[config.mk]
export PLATFORM = sky130hd
export DESIGN_NAME = http_request_header_parser_core
export DESIGN_NICKNAME = d
export VERILOG_FILES = /design/src/sv/hrp_pkg.sv /design/src/sv/http_request_header_parser_core.sv
export SDC_FILE = /design/constraint.sdc
export NUM_CORES = 1
export LEC_CHECK = 0
export BUFFER_PORTS_ARGS = -buffer_cell sky130_fd_sc_hd__buf_2
export CAP_MARGIN = 20
export CORE_ASPECT_RATIO = 2
export CORE_UTILIZATION = 58
export CTS_CLUSTER_DIAMETER = 50
export DETAILED_ROUTE_END_ITERATION = 7
export GPL_TIMING_DRIVEN = 0
export PLACE_DENSITY = 0.82
export RECOVER_POWER = 25
export SLEW_MARGIN = 0
export SYNTH_ARGS = -nofsm -noshare
export SYNTH_HDL_FRONTEND = slang
export SYNTH_SLANG_ARGS = --single-unit
[constraint.sdc]
create_clock -name clk -period 12.9 [get_ports clk]
set_input_delay 0.645 -clock clk [delete_from_list [all_inputs] [get_ports clk]]
set_output_delay 0.645 -clock clk [all_outputs]
set_load 0.01 [all_outputs]
[src/sv/hrp_pkg.sv]
// shared types, constants and character classes for the http request header parser
package hrp_pkg;

    localparam int LINE_COUNT_BITS_DEF = 16;
    localparam int MAX_LEN_W           = 16;
    localparam logic [MAX_LEN_W-1:0] MAX_LEN_RESET = 16'd4096;

    // byte roles
    localparam logic [3:0] ROLE_DELIM     = 4'd0;
    localparam logic [3:0] ROLE_METHOD    = 4'd1;
    localparam logic [3:0] ROLE_URL       = 4'd2;
    localparam logic [3:0] ROLE_VERSION   = 4'd3;
    localparam logic [3:0] ROLE_NAME      = 4'd4;
    localparam logic [3:0] ROLE_VALUE     = 4'd5;
    localparam logic [3:0] ROLE_VALUE_GAP = 4'd6;
    localparam logic [3:0] ROLE_CONT      = 4'd7;
    localparam logic [3:0] ROLE_CONT_GAP  = 4'd8;

    // error codes
    localparam logic [2:0] ERR_OK         = 3'd0;
    localparam logic [2:0] ERR_BAD_METHOD = 3'd1;
    localparam logic [2:0] ERR_NOT_GET    = 3'd2;
    localparam logic [2:0] ERR_REQ_SYNTAX = 3'd3;
    localparam logic [2:0] ERR_BAD_END    = 3'd4;
    localparam logic [2:0] ERR_HDR_SYNTAX = 3'd5;
    localparam logic [2:0] ERR_EMPTY_CONT = 3'd6;
    localparam logic [2:0] ERR_TOO_LONG   = 3'd7;

    // method match progress
    localparam logic [2:0] MM_START    = 3'd0;
    localparam logic [2:0] MM_GET      = 3'd3;
    localparam logic [2:0] MM_MISMATCH = 3'd4;

    localparam logic [7:0] CH_TAB   = 8'h09;
    localparam logic [7:0] CH_LF    = 8'h0A;
    localparam logic [7:0] CH_CR    = 8'h0D;
    localparam logic [7:0] CH_SP    = 8'h20;
    localparam logic [7:0] CH_DOT   = 8'h2E;
    localparam logic [7:0] CH_COLON = 8'h3A;

    typedef enum logic [18:0] {
        PH_METH0  = 19'b0000000000000000001,
        PH_METH   = 19'b0000000000000000010,
        PH_URL    = 19'b0000000000000000100,
        PH_PROTO0 = 19'b0000000000000001000,
        PH_PROTO1 = 19'b0000000000000010000,
        PH_PROTO2 = 19'b0000000000000100000,
        PH_PROTO3 = 19'b0000000000001000000,
        PH_PROTO4 = 19'b0000000000010000000,
        PH_D1     = 19'b0000000000100000000,
        PH_DOT    = 19'b0000000001000000000,
        PH_D2     = 19'b0000000010000000000,
        PH_RCR    = 19'b0000000100000000000,
        PH_RLF    = 19'b0000001000000000000,
        PH_HSTART = 19'b0000010000000000000,
        PH_HCR    = 19'b0000100000000000000,
        PH_NAME   = 19'b0001000000000000000,
        PH_NAMESP = 19'b0010000000000000000,
        PH_VALUE  = 19'b0100000000000000000,
        PH_CONT   = 19'b1000000000000000000
    } phase_t;

    function automatic logic is_ws(input logic [7:0] b);
        return (b == CH_SP) || (b >= CH_TAB && b <= CH_CR);
    endfunction

    function automatic logic is_upper(input logic [7:0] b);
        return (b >= 8'h41) && (b <= 8'h5A);
    endfunction

    function automatic logic is_digit(input logic [7:0] b);
        return (b >= 8'h30) && (b <= 8'h39);
    endfunction

    function automatic logic is_token(input logic [7:0] b);
        logic alnum;
        logic extra;
        alnum = is_upper(b) || is_digit(b) || (b >= 8'h61 && b <= 8'h7A);
        extra = (b == 8'h2D) || (b == 8'h21) || (b == 8'h23) || (b == 8'h24)
             || (b == 8'h25) || (b == 8'h26) || (b == 8'h27) || (b == 8'h2A)
             || (b == 8'h2B) || (b == 8'h2E) || (b == 8'h5E) || (b == 8'h5F)
             || (b == 8'h60) || (b == 8'h7C) || (b == 8'h7E);
        return alnum || extra;
    endfunction

    // letters of GET by match position
    function automatic logic [7:0] want_letter(input logic [1:0] idx);
        logic [7:0] c;
        unique case (idx)
            2'd0:    c = 8'h47;
            2'd1:    c = 8'h45;
            default: c = 8'h54;
        endcase
        return c;
    endfunction

endpackage

[src/sv/http_request_header_parser_core.sv]
// http request line and header byte tagger, one byte per cycle when not stalled
// a byte accepted into the input register is parsed into the result register once that register is free
// throughput: one byte per cycle while out_ready does not stall the result register; the parse
// step between the input register and the result register is combinational
// reset: parser at the start of the request line, error cleared, max_line_length
// 4096, no word held in either register
module http_request_header_parser_core #(
    parameter int LINE_COUNT_BITS = hrp_pkg::LINE_COUNT_BITS_DEF
) (
    input  logic                          clk,
    input  logic                          rst_n,
    input  logic                          cfg_valid,
    output logic                          cfg_ready,
    input  logic [hrp_pkg::MAX_LEN_W-1:0] cfg_data,
    input  logic                          in_valid,
    output logic                          in_ready,
    input  logic [7:0]                    data_byte,
    input  logic                          conn_start,
    output logic                          out_valid,
    input  logic                          out_ready,
    output logic [3:0]                    byte_role,
    output logic                          line_end,
    output logic                          request_done,
    output logic [2:0]                    error_code,
    output logic                          halted
);
    import hrp_pkg::*;

    localparam int CNT_W = LINE_COUNT_BITS + 1;
    localparam int CMP_W = (CNT_W > MAX_LEN_W) ? CNT_W : MAX_LEN_W;

    // configuration
    logic [MAX_LEN_W-1:0] max_len_reg;

    // input register
    logic       s1_valid_reg;
    logic [7:0] s1_byte_reg;
    logic       s1_conn_reg;

    // parser state
    phase_t                     phase_reg;
    logic [LINE_COUNT_BITS-1:0] line_pos_reg;
    logic                       prev_cr_reg;
    logic [2:0]                 mm_reg;
    logic                       vs_reg;
    logic                       err_latched_reg;

    // result register
    logic       out_valid_reg;
    logic [3:0] role_reg;
    logic       lend_reg;
    logic       done_reg;
    logic [2:0] err_reg;
    logic       halt_reg;

    logic advance;
    assign advance   = s1_valid_reg && (!out_valid_reg || out_ready);
    assign in_ready  = !s1_valid_reg || advance;
    assign cfg_ready = 1'b1;

    // state after an optional connection restart
    phase_t                     eff_phase;
    logic [LINE_COUNT_BITS-1:0] eff_pos;
    logic                       eff_cr;
    logic [2:0]                 eff_mm;
    logic                       eff_vs;
    logic                       eff_err;

    logic [CNT_W-1:0] count;
    logic             too_long;
    logic [7:0]       b;

    logic [3:0] role_next;
    logic       lend_next;
    logic       done_next;
    logic [2:0] err_next;
    logic       halt_next;
    phase_t     phase_next;
    logic [2:0] mm_next;
    logic       vs_next;

    logic [LINE_COUNT_BITS-1:0] line_pos_next;
    logic                       prev_cr_next;
    logic                       err_latched_next;

    always_comb
    begin
        b = s1_byte_reg;
        if (s1_conn_reg)
        begin
            eff_phase = PH_METH0;
            eff_pos   = '0;
            eff_cr    = 1'b0;
            eff_mm    = MM_START;
            eff_vs    = 1'b0;
            eff_err   = 1'b0;
        end
        else
        begin
            eff_phase = phase_reg;
            eff_pos   = line_pos_reg;
            eff_cr    = prev_cr_reg;
            eff_mm    = mm_reg;
            eff_vs    = vs_reg;
            eff_err   = err_latched_reg;
        end

        count    = CNT_W'(eff_pos) + CNT_W'(1);
        too_long = count[LINE_COUNT_BITS] || (CMP_W'(count) > CMP_W'(max_len_reg));

        role_next  = ROLE_DELIM;
        lend_next  = 1'b0;
        done_next  = 1'b0;
        err_next   = ERR_OK;
        halt_next  = 1'b0;
        phase_next = eff_phase;
        mm_next    = eff_mm;
        vs_next    = eff_vs;

        if (eff_err)
        begin
            halt_next = 1'b1;
        end
        else if (too_long)
        begin
            err_next = ERR_TOO_LONG;
        end
        else
        begin
            unique case (eff_phase)
                PH_METH0, PH_METH:
                begin
                    if (is_upper(b))
                    begin
                        role_next  = ROLE_METHOD;
                        phase_next = PH_METH;
                        if (eff_mm < MM_GET && want_letter(eff_mm[1:0]) == b)
                            mm_next = eff_mm + 3'd1;
                        else
                            mm_next = MM_MISMATCH;
                    end
                    else if (eff_phase == PH_METH && b == CH_SP)
                        phase_next = PH_URL;
                    else if (eff_phase == PH_METH0)
                        err_next = ERR_BAD_METHOD;
                    else
                        err_next = ERR_REQ_SYNTAX;
                end
                PH_URL:
                begin
                    priority if (!is_ws(b))
                        role_next = ROLE_URL;
                    else if (b == CH_SP)
                        phase_next = PH_PROTO0;
                    else
                        err_next = ERR_REQ_SYNTAX;
                end
                PH_PROTO0:
                begin
                    if (b == 8'h48) phase_next = PH_PROTO1;
                    else err_next = ERR_REQ_SYNTAX;
                end
                PH_PROTO1:
                begin
                    if (b == 8'h54) phase_next = PH_PROTO2;
                    else err_next = ERR_REQ_SYNTAX;
                end
                PH_PROTO2:
                begin
                    if (b == 8'h54) phase_next = PH_PROTO3;
                    else err_next = ERR_REQ_SYNTAX;
                end
                PH_PROTO3:
                begin
                    if (b == 8'h50) phase_next = PH_PROTO4;
                    else err_next = ERR_REQ_SYNTAX;
                end
                PH_PROTO4:
                begin
                    if (b == 8'h2F) phase_next = PH_D1;
                    else err_next = ERR_REQ_SYNTAX;
                end
                PH_D1:
                begin
                    if (is_digit(b))
                    begin
                        role_next  = ROLE_VERSION;
                        phase_next = PH_DOT;
                    end
                    else
                        err_next = ERR_REQ_SYNTAX;
                end
                PH_DOT:
                begin
                    if (b == CH_DOT)
                    begin
                        role_next  = ROLE_VERSION;
                        phase_next = PH_D2;
                    end
                    else
                        err_next = ERR_REQ_SYNTAX;
                end
                PH_D2:
                begin
                    if (is_digit(b))
                    begin
                        role_next  = ROLE_VERSION;
                        phase_next = PH_RCR;
                    end
                    else
                        err_next = ERR_REQ_SYNTAX;
                end
                PH_RCR:
                begin
                    if (b == CH_CR) phase_next = PH_RLF;
                    else err_next = ERR_BAD_END;
                end
                PH_RLF:
                begin
                    // method check comes after all syntax checks
                    priority if (b != CH_LF)
                        err_next = ERR_BAD_END;
                    else if (eff_mm != MM_GET)
                        err_next = ERR_NOT_GET;
                    else
                    begin
                        lend_next  = 1'b1;
                        phase_next = PH_HSTART;
                    end
                end
                PH_HSTART:
                begin
                    priority if (b == CH_CR)
                        phase_next = PH_HCR;
                    else if (b == CH_LF)
                        err_next = ERR_BAD_END;
                    else if (is_ws(b))
                    begin
                        role_next  = ROLE_CONT_GAP;
                        vs_next    = 1'b0;
                        phase_next = PH_CONT;
                    end
                    else if (is_token(b))
                    begin
                        role_next  = ROLE_NAME;
                        phase_next = PH_NAME;
                    end
                    else
                        err_next = ERR_HDR_SYNTAX;
                end
                PH_HCR:
                begin
                    if (b == CH_LF)
                    begin
                        lend_next  = 1'b1;
                        done_next  = 1'b1;
                        phase_next = PH_METH0;
                        mm_next    = MM_START;
                    end
                    else
                        err_next = ERR_HDR_SYNTAX;
                end
                PH_NAME, PH_NAMESP:
                begin
                    priority if (eff_phase == PH_NAME && is_token(b))
                        role_next = ROLE_NAME;
                    else if (b == CH_COLON)
                    begin
                        vs_next    = 1'b0;
                        phase_next = PH_VALUE;
                    end
                    else if (is_ws(b) && b != CH_CR && b != CH_LF)
                        phase_next = PH_NAMESP;
                    else
                        err_next = ERR_HDR_SYNTAX;
                end
                PH_VALUE:
                begin
                    if (b == CH_LF)
                    begin
                        if (eff_cr)
                        begin
                            lend_next  = 1'b1;
                            phase_next = PH_HSTART;
                        end
                        else
                            err_next = ERR_BAD_END;
                    end
                    else if (is_ws(b))
                        role_next = ROLE_VALUE_GAP;   // includes the line's cr
                    else
                    begin
                        role_next = ROLE_VALUE;
                        vs_next   = 1'b1;
                    end
                end
                PH_CONT:
                begin
                    if (b == CH_LF)
                    begin
                        priority if (!eff_cr)
                            err_next = ERR_BAD_END;
                        else if (!eff_vs)
                            err_next = ERR_EMPTY_CONT;
                        else
                        begin
                            lend_next  = 1'b1;
                            phase_next = PH_HSTART;
                        end
                    end
                    else if (is_ws(b))
                        role_next = ROLE_CONT_GAP;
                    else
                    begin
                        role_next = ROLE_CONT;
                        vs_next   = 1'b1;
                    end
                end
                default:
                    err_next = ERR_REQ_SYNTAX;
            endcase
        end

        if (err_next != ERR_OK)
        begin
            role_next = ROLE_DELIM;
            lend_next = 1'b0;
            done_next = 1'b0;
        end

        // position and cr flag only move on a byte that parsed cleanly
        if (halt_next || err_next != ERR_OK)
        begin
            line_pos_next = eff_pos;
            prev_cr_next  = eff_cr;
        end
        else
        begin
            line_pos_next = lend_next ? '0 : count[LINE_COUNT_BITS-1:0];
            prev_cr_next  = (b == CH_CR);
        end
        err_latched_next = eff_err || (err_next != ERR_OK);
    end

    always_ff @(posedge clk or negedge rst_n)
    begin
        if (!rst_n)
        begin
            max_len_reg     <= MAX_LEN_RESET;
            s1_valid_reg    <= 1'b0;
            out_valid_reg   <= 1'b0;
            phase_reg       <= PH_METH0;
            line_pos_reg    <= '0;
            prev_cr_reg     <= 1'b0;
            mm_reg          <= MM_START;
            vs_reg          <= 1'b0;
            err_latched_reg <= 1'b0;
        end
        else
        begin
            if (cfg_valid && cfg_ready)
                max_len_reg <= cfg_data;
            if (in_ready)
                s1_valid_reg <= in_valid;
            if (advance)
                out_valid_reg <= 1'b1;
            else if (out_ready)
                out_valid_reg <= 1'b0;
            if (advance)
            begin
                phase_reg       <= phase_next;
                line_pos_reg    <= line_pos_next;
                prev_cr_reg     <= prev_cr_next;
                mm_reg          <= mm_next;
                vs_reg          <= vs_next;
                err_latched_reg <= err_latched_next;
            end
        end
    end

    always_ff @(posedge clk)
    begin
        if (in_valid && in_ready)
        begin
            s1_byte_reg <= data_byte;
            s1_conn_reg <= conn_start;
        end
        if (advance)
        begin
            role_reg <= role_next;
            lend_reg <= lend_next;
            done_reg <= done_next;
            err_reg  <= err_next;
            halt_reg <= halt_next;
        end
    end

    assign out_valid    = out_valid_reg;
    assign byte_role    = role_reg;
    assign line_end     = lend_reg;
    assign request_done = done_reg;
    assign error_code   = err_reg;
    assign halted       = halt_reg;

    // an error word stops the parser for the next word unless it restarts
    a_error_latches: assert property (@(posedge clk) disable iff (!rst_n)
        advance && (err_next != ERR_OK) |=> err_latched_reg)
        else $error("error word did not latch the parser");

    // a clean line end restarts the line count
    a_line_restart: assert property (@(posedge clk) disable iff (!rst_n)
        advance && lend_next |=> (line_pos_reg == '0) && !prev_cr_reg)
        else $error("line count not cleared after line end");

    // a halted word carries no role, no code and no line end
    a_halted_quiet: assert property (@(posedge clk) disable iff (!rst_n)
        out_valid && halted |-> (error_code == ERR_OK) && (byte_role == ROLE_DELIM)
            && !line_end && !request_done)
        else $error("halted word carries payload");

    // request done only on a line end
    a_done_on_lend: assert property (@(posedge clk) disable iff (!rst_n)
        out_valid && request_done |-> line_end && (error_code == ERR_OK))
        else $error("request done without line end");

endmodule
* Word level (Yosys, flattened, before mapping)
Index checks and enable logic that the tools add are counted.
Widths: inputs -> output; s select.
** Word-level totals
- Register bits after elaboration :: 78
- Bits of input ports :: 30
- Word-level logic and storage cells :: 242
** Operators by class
- Add/subtract/negate cells :: 2
- $lt $le $gt $ge :: 10
- Equal/unequal tests :: 47
- Multiplexer cells :: 120
- Bitwise gates (word level) :: 1
- Reduce and logical (&&, ||, !) cells :: 46
** Operators with widths (number)
- $mux 19 :: 31
- $pmux 19 s17 :: 1
- $eq 8x6->1 const B :: 13
- $mux 3 :: 26
- $eq 8x7->1 const B :: 8
- $mux 16 :: 3
- $pmux 3 s15 :: 1
- $mux 2 :: 16
- $mux 8 :: 4
- $pmux 4 s8 :: 1
- $mux 1 :: 28
- $logic_or 1x1->1 :: 23
- $mux 4 :: 5
- $eq 19x1->1 const B :: 1
- $eq 19x10->1 const B :: 1
- $eq 19x11->1 const B :: 1
- $eq 19x12->1 const B :: 1
- $eq 19x13->1 const B :: 1
- $eq 19x14->1 const B :: 1
- $eq 19x15->1 const B :: 1
- $eq 19x16->1 const B :: 1
- $eq 19x17->1 const B :: 1
- $eq 19x18->1 const B :: 1
- $eq 19x19->1 const B :: 1
- 36 further kinds :: 55

* Longest topological paths before layout
Gate-level depths: netlist of the first run.
- Depth after elaboration :: 27
- Gate-level depth with buffers :: 24

* Least setup slack after synthesis of the first run
OpenSTA, ideal clock, no wires.
- Path type :: register to register
- From :: register s1_conn_reg
- To :: register line_pos_reg[5]
- Arrival :: 4.923 ns
- Data required time :: 12.830 ns
- Slack :: 7.907 ns
- Cell stages (with the launch flop) :: 25
- Buffers on the path :: 7
- Clock period less this slack :: 4.993 ns
- Cells stage by stage :: edfxtp_1 -> buf_6 -> clkbuf_1 -> buf_1 -> clkbuf_1 -> nor2b_1 -> ha_1 -> nand3_1 -> nor4_1 -> nand2_1 -> and2_1 -> o21bai_1 -> ha_1 -> a21o_1 -> a21oi_1 -> nor2b_1 -> a31oi_1 -> nor3_1 -> nor2b_1 -> buf_6 -> and4_1 -> buf_6 -> buf_6 -> nand4_1 -> nand3_1
** On the way
- Word-level cells in the longest chain between the ends :: 12
- Elaborated cells between the ends (all ways) :: 65
** Ends and longest elaborated chain
- start: declaration :: line http_request_header_parser_core.sv:38 : logic s1_conn_reg;
- start signal: assignment :: line http_request_header_parser_core.sv:386 : s1_conn_reg <= conn_start;
- branches (longest 11 deep; another with $add 16x1->17)
- $mux 16 * :: line http_request_header_parser_core.sv:332 : if (halt_next || err_next != ERR_OK)
- end signal: assignment :: line http_request_header_parser_core.sv:372 : line_pos_reg <= line_pos_next;
- end: declaration :: line http_request_header_parser_core.sv:42 : logic [LINE_COUNT_BITS-1:0] line_pos_reg;
Mark *: on every way between the ends.
A chain may end at the register's enable or synchronous reset.

* Worst setup path in the final report of the first run
- From :: register s1_conn_reg
- To :: register line_pos_reg[3]
The elaborated chain is that of the path after synthesis.

==> results.md, run 1 <==
* Syn nets at 767
* Gp weighted congestion at 1.08
* DRT Pass-1 Iters at 5
* Req. time, crit path at 13.19 ns
* Post-synthesis compound-gate area fraction at 0.212
* Yosys top cell by area: dfrtp_1
* Clock skew at 0.00742 ns
* Fin Setup TNS at 0 ns
* N_diodes at 0
* Die footprint at 0.0107 mm²
* Design area at 0.00667 mm²
* Post-DRT Antenna Nets at 0
* Top cell type's share of synthesized area at 0.239
* Htree depth at 3
* Pre-CTS WS at 6.10 ns
* Layout cell share with drive strength beyond 1 at 0.133
* Core Area at 0.0101 mm²
* First-pass GRT wire length at 35000 µm
* Max FFs per register at 19
* Peak VDD IR at 0.0907 mV
* Internal reg-to-reg setup slack at 5.83 ns
* Main combinational cell family by area after synthesis: simple AND/OR/NAND/NOR gates
* Top FF cell, synth: dfrtp_1
* Post-synth EDFFs at 19
* Worst Max-Slew Pin Slew at 2.31 ns
* Violated checks: max-capacitance violations, max-slew violations
* Area contributors post-synth: dfrtp_1 (24%), edfxtp_1 (9.6%), o21ai_0 (4.8%)
* Reg2Reg Capture Point: line_pos_reg[3]
* Hold Violations, Final at 0
* Post-synthesis mux area share at 0.00356
* Vias at 6214
* Finished Layout Cells at 912
* Final period util at 0.548
* Setup crit start: s1_conn_reg
* Synth Area in XOR/XNOR at 0.0279
* CTS tree: done
* Final min period at 7.07 ns
* Total grt overflow at 0
* Adder-Cell Fraction of Synth Area at 0.0419
* Leakage power at 2.74 nW
* Initial core utilization at 0.592
* PortBufs at 41
* Max-slew violations at 39
* Distinct cells, synth at 83
* Post-DR vias/cell at 6.81
* DP HPWL at 17400 µm
* Critical Path Sink Type: register
* # fillers at 812
* Setup Crit Path Kind: register to register
* Clk buf depth at 2
* Cts hold-fix bufs at 0
* Post-synth ARST share at 0.756
* CTS clk-pin slew, worst paths at 0.07 ns
* Cts repair resizes at 0
* Status: complete, but fails checks
* Worst Path Arrival at 7.36 ns
* Fmax at 141 MHz
* Fin util at 0.661
* Register area share after synthesis at 0.343
* Ports at 43
* Vias in the first global route at 6164
* Crit-path max FO at 10
* Clock latency on the worst-skew pair at 0.35 ns
* Post-CTS setup buffers at 0
* Area delta synth->final at 11.6%
* Setup ws final at 5.83 ns
* HP Class: input pin to register
* Number of CTS-inserted buffers at 9
* Cells after synthesis at 717
* Netlist Area Pre-Place at 0.00597 mm²
* Worst Reg2Reg Path Length in Cells at 22
* Overall Power at 0.794 mW
* RSZ-0062 raised after global routing: false
* Routed wire length at 23300 µm
* Min Hold Slack at 0.466 ns
* DP Area at 0.00637 mm²
* CTS sink cnt at 78
* Avg Cell Area, Syn at 8.33 µm²
* Width of the die at 73.8 µm
* # Max-Cap Violations at 1
* Pwr Density at 119 mW/mm²
* Core Rows at 52
* Relative slew slack at -0.539
* Synth Area in Simple Gates at 0.316
* CP Launch Type: register
* Overall global routing resource usage at 0.458
* Worst r2r src: s1_conn_reg
* Final #Nets at 822
* Number of synthesized register bits at 78
* WL/cell at 25.5 µm
* Yosys warnings at 0
* Critical path capture point: line_pos_reg[3]
* Placed insts at 894
* Largest net degree at the start of global routing at 39
* Clock Tree Root: clkbuf_16
* Final Setup Violations at 0
* Residual DRC count at 0
* Die H at 146 µm
* Initial detailed-routing violation count at 557
* Initial antenna violation count at 0
## layer usage
metal  wire length, µm  global-route usage  up-vias  share of wire
li1                  -                   -     2790              -
met1              7170               0.418     2932           0.31
met4              2740               0.439        0           0.12
met5                 0              0.0152        -              0
met3              2010               0.160      144          0.086
met2             11400               0.746      348           0.49
## kinds of logic after synthesis
family	count (synthesis)
flops	78
other cells	1
mux	2
fa+ha+maj	20
xor+xnor	19
compound gates	189
simple gates	334
buf+inv	74
## worst max-delay path, stage by stage (launching register included)
cell,delay [ns]
edfxtp_1,0.42
buf_6,0.18
clkbuf_1,0.34
buf_1,0.44
clkbuf_1,0.40
nor2b_1,0.26
ha_1,0.30
nand3_1,0.26
nor4_1,0.56
nand2_1,0.19
and2_1,0.19
o21bai_1,0.15
ha_1,0.30
a21o_1,0.17
a21oi_1,0.19
nor2b_1,0.17
a31oi_1,0.24
nor3_2,0.85
nor2b_1,0.26
buf_6,0.19
nand3_2,0.28
nor3_4,0.44
a32o_1,0.20
## worst min path at each step
stage	start	end	slack (ns)	cells after the start
after floorplan	rst_n	err_latched_reg	0.35	0
after global placement	s1_valid_reg	out_valid	0.48	1
after detailed placement	mm_reg[1]	mm_reg[1]	0.51	2
after CTS	rst_n	max_len_reg[1]	0.28	1
after global routing	data_byte[2]	b[2]	0.46	1
final	data_byte[3]	b[3]	0.47	1
## power breakdown
part	total, mW	internal (mW)	leakage [nW]	switching (mW)
clock	0.261	0.151	0.147	0.110
combinational	0.233	0.0724	1.64	0.160
sequential	0.300	0.276	0.957	0.0235
total	0.794	0.500	2.74	0.294
## Yosys cell counts (all sizes together) (9+ instances only)
cell type,n
o21ai,60
inv,40
edfxtp,19
clkbuf,17
xnor2,13
nand4,14
a21oi,20
buf,16
nand3,35
dfrtp,57
or3,11
o211ai,14
a211oi,11
ha,20
nor2b,19
and2,10
nand2b,19
nor2,56
nand2,71
a31oi,21
nor4,22
nor3,30
and3,9
## area by class of cell
type | count | area, µm² | share of cell area
sequential | 78 | 2050 | 0.307
clock buffer | 10 | 229 | 0.0344
tap | 135 | 169 | 0.0253
clock inverter | 6 | 70.1 | 0.0105
inverter | 41 | 154 | 0.0231
buffer | 33 | 174 | 0.0261
timing repair buffer | 44 | 219 | 0.0329
multi-input combinational | 565 | 3600 | 0.540
## cell usage in the layout (no fill, tap or decap), drive strengths merged, types with 6 or more instances in the layout
| master | count |
|---|---|
| nand2 | 71 |
| o21ai | 60 |
| dfrtp | 57 |
| buf | 57 |
| nor2 | 56 |
| inv | 41 |
| nand3 | 35 |
| nor3 | 30 |
| clkbuf | 30 |
| nor4 | 22 |
| a31oi | 21 |
| a21oi | 20 |
| ha | 20 |
| nand2b | 19 |
| nor2b | 19 |
| edfxtp | 19 |
| nand4 | 14 |
| o211ai | 14 |
| xnor2 | 13 |
| or3 | 11 |
| a211oi | 11 |
| and2 | 10 |
| and3 | 9 |
| a21o | 7 |
| o31ai | 7 |
| or4 | 7 |
| nand3b | 6 |
| xor2 | 6 |
Note: power is estimated with default switching activity, not from simulation.
==> run 2: changes to the inputs <==
--- a/config.mk
+++ b/config.mk
@@ -8,11 +8,11 @@
 export BUFFER_PORTS_ARGS = -buffer_cell sky130_fd_sc_hd__buf_2
 export CAP_MARGIN = 20
 export CORE_ASPECT_RATIO = 2
-export CORE_UTILIZATION = 58
+export CORE_UTILIZATION = 56
 export CTS_CLUSTER_DIAMETER = 50
 export DETAILED_ROUTE_END_ITERATION = 7
 export GPL_TIMING_DRIVEN = 0
-export PLACE_DENSITY = 0.82
+export PLACE_DENSITY = 0.83
 export RECOVER_POWER = 25
 export SLEW_MARGIN = 0
 export SYNTH_ARGS = -nofsm -noshare
==> constraint.sdc (replaced) <==
create_clock -name clk -period 5.79 [get_ports clk]
set_input_delay 0.2895 -clock clk [delete_from_list [all_inputs] [get_ports clk]]
set_output_delay 0.2895 -clock clk [all_outputs]
set_load 0.01 [all_outputs]
==> run 2 against run 1 <==
  * The flow now finishes without violations
  * Maximum frequency increased by 26%
  * Worst hold slack got worse by 0.35 ns
  * Routed wire length increased by 2.9%
  * Clock skew up 0.0023 ns
  * Clock power increased by 120%
  * Power is 120% higher
  * Critical path type unchanged
  * Highest routed layer unchanged
==> results.md, run 2 (same netlist as run 1, synthesis figures left out) <==
* Pwr Density at 262 mW/mm² (was 119 mW/mm²)
* Worst Path Arrival at 5.91 ns (was 7.36 ns)
* Initial core utilization at 0.574 (was 0.592)
* Max stage delay cell, worst path: edfxtp_1 (was nor3_2)
* Overall Power at 1.77 mW (was 0.794 mW)
* WHS Path Cells at 1 (unchanged)
* PortBufs at 41 (unchanged)
* Clk buf depth at 2 (unchanged)
* Overall global routing resource usage at 0.460 (was 0.458)
* Max-slew violations at 0 (was 39)
* Worst Reg2Reg Path Length in Cells at 21 (was 22)
* # Max-Cap Violations at 0 (was 1)
* Setup Crit Path Kind: register to register (unchanged)
* Fin util at 0.649 (was 0.661)
* Htree depth at 3 (unchanged)
* Leakage power at 2.79 nW (was 2.74 nW)
* CP dominant cell by count: nor2b_1 (unchanged)
* CTS clk-pin slew, worst paths at 0.06 ns (was 0.07 ns)
* Hold Violations, Final at 0 (unchanged)
* Peak VDD IR at 0.165 mV (was 0.0907 mV)
* Initial detailed-routing violation count at 573 (was 557)
* CTS tree: done (unchanged)
* Clock skew at 0.00975 ns (was 0.00742 ns)
* Routed wire length at 24000 µm (was 23300 µm)
* Final min period at 5.63 ns (was 7.07 ns)
* N_diodes at 0 (unchanged)
* CP Launch Type: register (unchanged)
* Core Area at 0.0104 mm² (was 0.0101 mm²)
* Largest net degree at the start of global routing at 40 (was 39)
* DP HPWL at 17800 µm (was 17400 µm)
* Finished Layout Cells at 917 (was 912)
* Vias at 6356 (was 6214)
* Total grt overflow at 0 (unchanged)
* DRT Pass-1 Iters at 5 (unchanged)
* Status: finished clean (was complete, but fails checks)
* Relative slew slack at 0.144 (was -0.539)
* Final period util at 0.972 (was 0.548)
* Final Setup Violations at 0 (unchanged)
* Die H at 148 µm (was 146 µm)
* Residual DRC count at 0 (unchanged)
* Max incr delay on CP at 0.43 ns (was 0.85 ns)
* Post-DRT Antenna Nets at 0 (unchanged)
* Fmax at 178 MHz (was 141 MHz)
* Worst Max-Slew Pin Slew at 1.28 ns (was 2.31 ns)
* Critical Path Sink Type: register (unchanged)
* Worst path cell trace: buf_6 -> buf_2 -> clkbuf_1 -> nor2b_1 -> ha_2 -> nand3_1 -> nor4_4 -> nand2_1 -> and2_1 -> o21bai_1 -> ha_1 -> a21o_1 -> a21oi_1 -> nor2b_1 -> a31oi_2 -> nor3_4 -> nor2b_1 -> buf_6 -> o21ai_0 -> a21oi_1 -> a21o_1 (was buf_6 -> clkbuf_1 -> buf_1 -> clkbuf_1 -> nor2b_1 -> ha_1 -> nand3_1 -> nor4_1 -> nand2_1 -> and2_1 -> o21bai_1 -> ha_1 -> a21o_1 -> a21oi_1 -> nor2b_1 -> a31oi_1 -> nor3_2 -> nor2b_1 -> buf_6 -> nand3_2 -> nor3_4 -> a32o_1)
* Initial antenna violation count at 0 (unchanged)
* Commonest non-fill, non-tap cell in the layout: nand2_1 (unchanged)
* Fin Setup TNS at 0 ns (unchanged)
* Area delta synth->final at 13.2% (was 11.6%)
* Width of the die at 75.0 µm (was 73.8 µm)
* First-pass GRT wire length at 35700 µm (was 35000 µm)
* Commonest cells after routing, fill and taps aside: nand2_1 (70), o21ai_0 (57), dfrtp_1 (57), nor2_1 (55), buf_2 (48) (was nand2_1 (70), o21ai_0 (57), dfrtp_1 (57), nor2_1 (56), buf_2 (47))
* Ports at 43 (unchanged)
* Req. time, crit path at 6.08 ns (was 13.19 ns)
* Final #Nets at 825 (was 822)
* Layout cell share with drive strength beyond 1 at 0.146 (was 0.133)
* Post-DR vias/cell at 6.93 (was 6.81)
* CTS sink cnt at 78 (unchanged)
* Vias in the first global route at 6324 (was 6164)
* HP Class: input pin to register (unchanged)
* Max FFs per register at 19 (unchanged)
* Placed insts at 897 (was 894)
* Clock latency on the worst-skew pair at 0.35 ns (about the same)
* Gp weighted congestion at 1.05 (was 1.08)
* Die footprint at 0.0111 mm² (was 0.0107 mm²)
* Core Rows at 53 (was 52)
* WL/cell at 26.1 µm (was 25.5 µm)
* Number of CTS-inserted buffers at 9 (unchanged)
* Crit-path max FO at 19 (was 10)
* Clock Tree Root: clkbuf_16 (unchanged)
## run 2: cell types whose count changed in the layout (fill, tap and decap cells not counted), moves of 2 or more
cell      previous run  this run
clkbuf_1            21        18
clkinv_4             3         0
inv_6                1         4
buf_12               0         2
## run 2: layout make-up
type	count	area, µm²
well taps	137	171
plain buffers	32	171
repair buffers	48	278
clock buffers	10	250
flip-flops and latches	78	2050
clock inverters	6	47.5
fillers	884	3650
inverters	41	154
multi-input cells	565	3640
## run 2: critical path: cells and delay by family, from the launching register on
| family | cells | cell delay (ns) |
|---|---|---|
| AO/OA/AOI/OAI | 7 | 1.60 |
| adder cells (fa/ha/maj) | 2 | 0.61 |
| buffers and inverters | 4 | 0.96 |
| flip-flops | 1 | 0.43 |
| AND/OR/NAND/NOR | 8 | 1.94 |
## run 2: path summary, 6_finish.rpt
check / startpoint / endpoint / slack, ns
setup / recovery: s1_conn_reg / phase_reg[13] / 0.16
hold / removal: data_byte[5] / b[5] / 0.12
setup reg to reg: s1_conn_reg / phase_reg[13] / 0.16
hold reg to reg: s1_valid_reg / out_valid / 0.51
max in group asynchronous: rst_n / phase_reg[0] / 4.14
min in group asynchronous: rst_n / phase_reg[15] / 0.75
## run 2: stage by stage
step	hold WS [ns]	cell area [µm²]	worst slack, ns
final	0.117	6760	0.164
after global routing	0.112	6760	-0.00117
after CTS	0.117	6730	0.237
after detailed placement	0.295	6380	-1.15
after global placement	0.468	6350	-1.43
after floorplan	-0.00609	5970	0.797
## run 2: report_power, final
group / leakage, nW / internal [mW] / switching, mW
registers: 0.957 / 0.615 / 0.0495
logic: 1.68 / 0.172 / 0.358
clock network: 0.145 / 0.322 / 0.256
## run 2: layer usage
metal,track usage,up-vias,part of all wire
met2,0.744,410,0.50
met1,0.405,2972,0.30
met4,0.467,0,0.12
met3,0.177,182,0.084
met5,0,-,0
li1,-,2792,-
## run 2: what timing repair did
action | CTS | global route
buffers inserted | 2 | 1
hold endpoints to repair | 20 | 0
setup endpoints to repair | 48 | 33
gates resized for setup | 5 | 3
hold buffers | 1 | 0
pin swaps | 2 | 1
==> run 3: changes to the inputs <==
--- a/config.mk
+++ b/config.mk
@@ -9,11 +9,11 @@
 export CAP_MARGIN = 20
 export CORE_ASPECT_RATIO = 2
 export CORE_UTILIZATION = 56
+export CTS_BUF_LIST = sky130_fd_sc_hd__clkbuf_16
 export CTS_CLUSTER_DIAMETER = 50
 export DETAILED_ROUTE_END_ITERATION = 7
 export GPL_TIMING_DRIVEN = 0
 export PLACE_DENSITY = 0.83
-export RECOVER_POWER = 25
 export SLEW_MARGIN = 0
 export SYNTH_ARGS = -nofsm -noshare
 export SYNTH_HDL_FRONTEND = slang
==> run 3 against run 2 <==
  * Routed wire length fell by 0.12%
  * Critical path depth stayed put
  * Setup slack got worse by 0.010 ns
  * Maximum frequency fell by 0.18%
  * Die area stayed put
  * First-iteration DRC count increased by 0.17%
  * Power hardly changed
  * Design area is essentially flat
  * Critical endpoint unchanged
==> results.md, run 3 (same netlist as run 1, synthesis figures left out) <==
* Status: finished clean (unchanged)
* WL/cell at 26.1 µm (about the same)
* Final Setup Violations at 0 (unchanged)
* Die footprint at 0.0111 mm² (unchanged)
* Initial antenna violation count at 0 (unchanged)
* Multi-input combinational cell area at 0.00364 mm² (unchanged)
* Critical path capture point: phase_reg[13] (unchanged)
* CTS tree: done (unchanged)
* Routed wire length at 23900 µm (was 24000 µm)
* Reg2Reg Capture Point: phase_reg[13] (unchanged)
* Max FFs per register at 19 (unchanged)
* Crit-path max FO at 19 (unchanged)
* N_diodes at 0 (unchanged)
* Residual DRC count at 0 (unchanged)
* HP Class: input pin to register (unchanged)
* Internal reg-to-reg setup slack at 0.15 ns (was 0.16 ns)
* Clk buf depth at 2 (unchanged)
* Sequential Area at 0.00205 mm² (unchanged)
* Worst Reg2Reg Path Length in Cells at 21 (unchanged)
* Peak VDD IR at 0.164 mV (was 0.165 mV)
* Total grt overflow at 0 (unchanged)
* Initial detailed-routing violation count at 574 (was 573)
* Final period util at 0.973 (was 0.972)
* Ports at 43 (unchanged)
* Vias at 6350 (was 6356)
* Fmax at 177 MHz (was 178 MHz)
* Overall Power at 1.77 mW (about the same)
* Max-slew violations at 0 (unchanged)
* Htree depth at 3 (unchanged)
* CTS clk-pin slew, worst paths at 0.06 ns (about the same)
* PortBufs at 41 (unchanged)
* Overall global routing resource usage at 0.460 (unchanged)
* Layout cell share with drive strength beyond 1 at 0.149 (was 0.146)
* Pre-CTS WS at -1.15 ns (unchanged)
* Commonest cells after routing, fill and taps aside: nand2_1 (70), o21ai_0 (57), dfrtp_1 (57), nor2_1 (55), buf_2 (50) (was nand2_1 (70), o21ai_0 (57), dfrtp_1 (57), nor2_1 (55), buf_2 (48))
* Critical Path Sink Type: register (unchanged)
* Setup crit start: s1_conn_reg (unchanged)
* Worst Max-Slew Pin Slew at 1.15 ns (was 1.28 ns)
* DP HPWL at 17800 µm (unchanged)
* Hold Violations, Final at 0 (unchanged)
* Die H at 148 µm (unchanged)
* Post-DRT Antenna Nets at 0 (unchanged)
* Worst r2r src: s1_conn_reg (unchanged)
* CTS sink cnt at 78 (unchanged)
* Post-DR vias/cell at 6.92 (was 6.93)
* Core Area at 0.0104 mm² (unchanged)
* Final min period at 5.64 ns (was 5.63 ns)
* CP Launch Type: register (unchanged)
* Setup ws final at 0.154 ns (was 0.164 ns)
* Largest net degree at the start of global routing at 40 (unchanged)
* Setup Crit Path Kind: register to register (unchanged)
* Req. time, crit path at 6.08 ns (about the same)
* # Max-Cap Violations at 0 (unchanged)
* First-pass GRT wire length at 35700 µm (unchanged)
* Leakage power at 2.79 nW (about the same)
* Clock skew at 0.0104 ns (was 0.00975 ns)
* Fin Setup TNS at 0 ns (unchanged)
* Core Rows at 53 (unchanged)
* Pwr Density at 262 mW/mm² (about the same)
* Relative slew slack at 0.225 (was 0.144)
* Fin util at 0.649 (about the same)
* Final #Nets at 825 (unchanged)
* Initial core utilization at 0.574 (unchanged)
* Commonest non-fill, non-tap cell in the layout: nand2_1 (unchanged)
* Min Hold Slack at 0.117 ns (about the same)
* Clock Tree Root: clkbuf_16 (unchanged)
* Worst Path Arrival at 5.92 ns (was 5.91 ns)
* Number of CTS-inserted buffers at 9 (unchanged)
* DRT Pass-1 Iters at 6 (was 5)
* Vias in the first global route at 6324 (unchanged)
* Clock latency on the worst-skew pair at 0.35 ns (about the same)
* Width of the die at 75.0 µm (unchanged)
* # fillers at 882 (was 884)
* Area delta synth->final at 13.2% (about the same)
* Gp weighted congestion at 1.05 (unchanged)
## run 3: changes by cell type in the layout (fill, tap and decap cells not counted)
| cell | before | now |
|---|---|---|
| clkbuf_1 | 18 | 16 |
| buf_2 | 48 | 50 |
## run 3: what timing repair did
item	4_1_cts	5_1_grt
endpoints found under the hold margin	20	0
gates resized for setup	5	3
buffers inserted	2	1
hold buffers	1	0
pin swaps	2	1
endpoints found under the setup margin	48	33
## run 3: area by class of cell
class,instances,share of cell area
well taps,137,0.0254
inverters,41,0.0228
clock buffers,10,0.0370
flip-flops and latches,78,0.303
repair buffers,48,0.0415
clock inverters,6,0.00703
plain buffers,32,0.0254
multi-input cells,565,0.538
## run 3: worst min-delay path by stage
stage          slack, ns         start               to  cells past startpoint
2_1_floorplan     -0.006         rst_n  err_latched_reg                      0
3_3_place_gp        0.47    conn_start      s1_conn_reg                      1
3_5_place_dp        0.29         rst_n   max_len_reg[1]                      1
4_1_cts             0.12  data_byte[7]             b[7]                      1
5_1_grt             0.11    conn_start      s1_conn_reg                      1
6_report            0.12  data_byte[5]             b[5]                      1
## run 3: where the power goes
part / switching [mW] / internal (mW) / total (mW) / leakage, nW
clock: 0.256 / 0.322 / 0.578 / 0.145
combinational: 0.358 / 0.172 / 0.530 / 1.69
sequential: 0.0492 / 0.615 / 0.665 / 0.957
## run 3: critical path: stages, from the launching register on
cell      delay [ns]
edfxtp_1        0.43
buf_6           0.20
buf_2           0.26
clkbuf_1        0.32
nor2b_1         0.30
ha_2            0.32
nand3_1         0.19
nor4_4          0.44
nand2_1         0.17
and2_1          0.19
o21bai_1        0.16
ha_1            0.29
a21o_1          0.16
a21oi_1         0.20
nor2b_1         0.19
a31oi_2         0.21
nor3_4          0.28
nor2b_1         0.19
buf_6           0.19
o21ai_0         0.38
a21oi_1         0.38
a21o_1          0.12
## run 3: per-layer routing
layer | share of wire | vias to the layer above | GRT usage
met4 | 0.12 | 0 | 0.467
met3 | 0.086 | 172 | 0.177
met2 | 0.50 | 419 | 0.744
met5 | 0 | - | 0
li1 | - | 2791 | -
met1 | 0.30 | 2968 | 0.405
## run 3: through the flow
| stage | cell area, µm² | cells |
|---|---|---|
| floorplan | 5970 | 717 |
| global placement | 6350 | 895 |
| detailed placement | 6380 | 897 |
| CTS | 6730 | 915 |
| global route | 6760 | 917 |
| finish | 6760 | 917 |
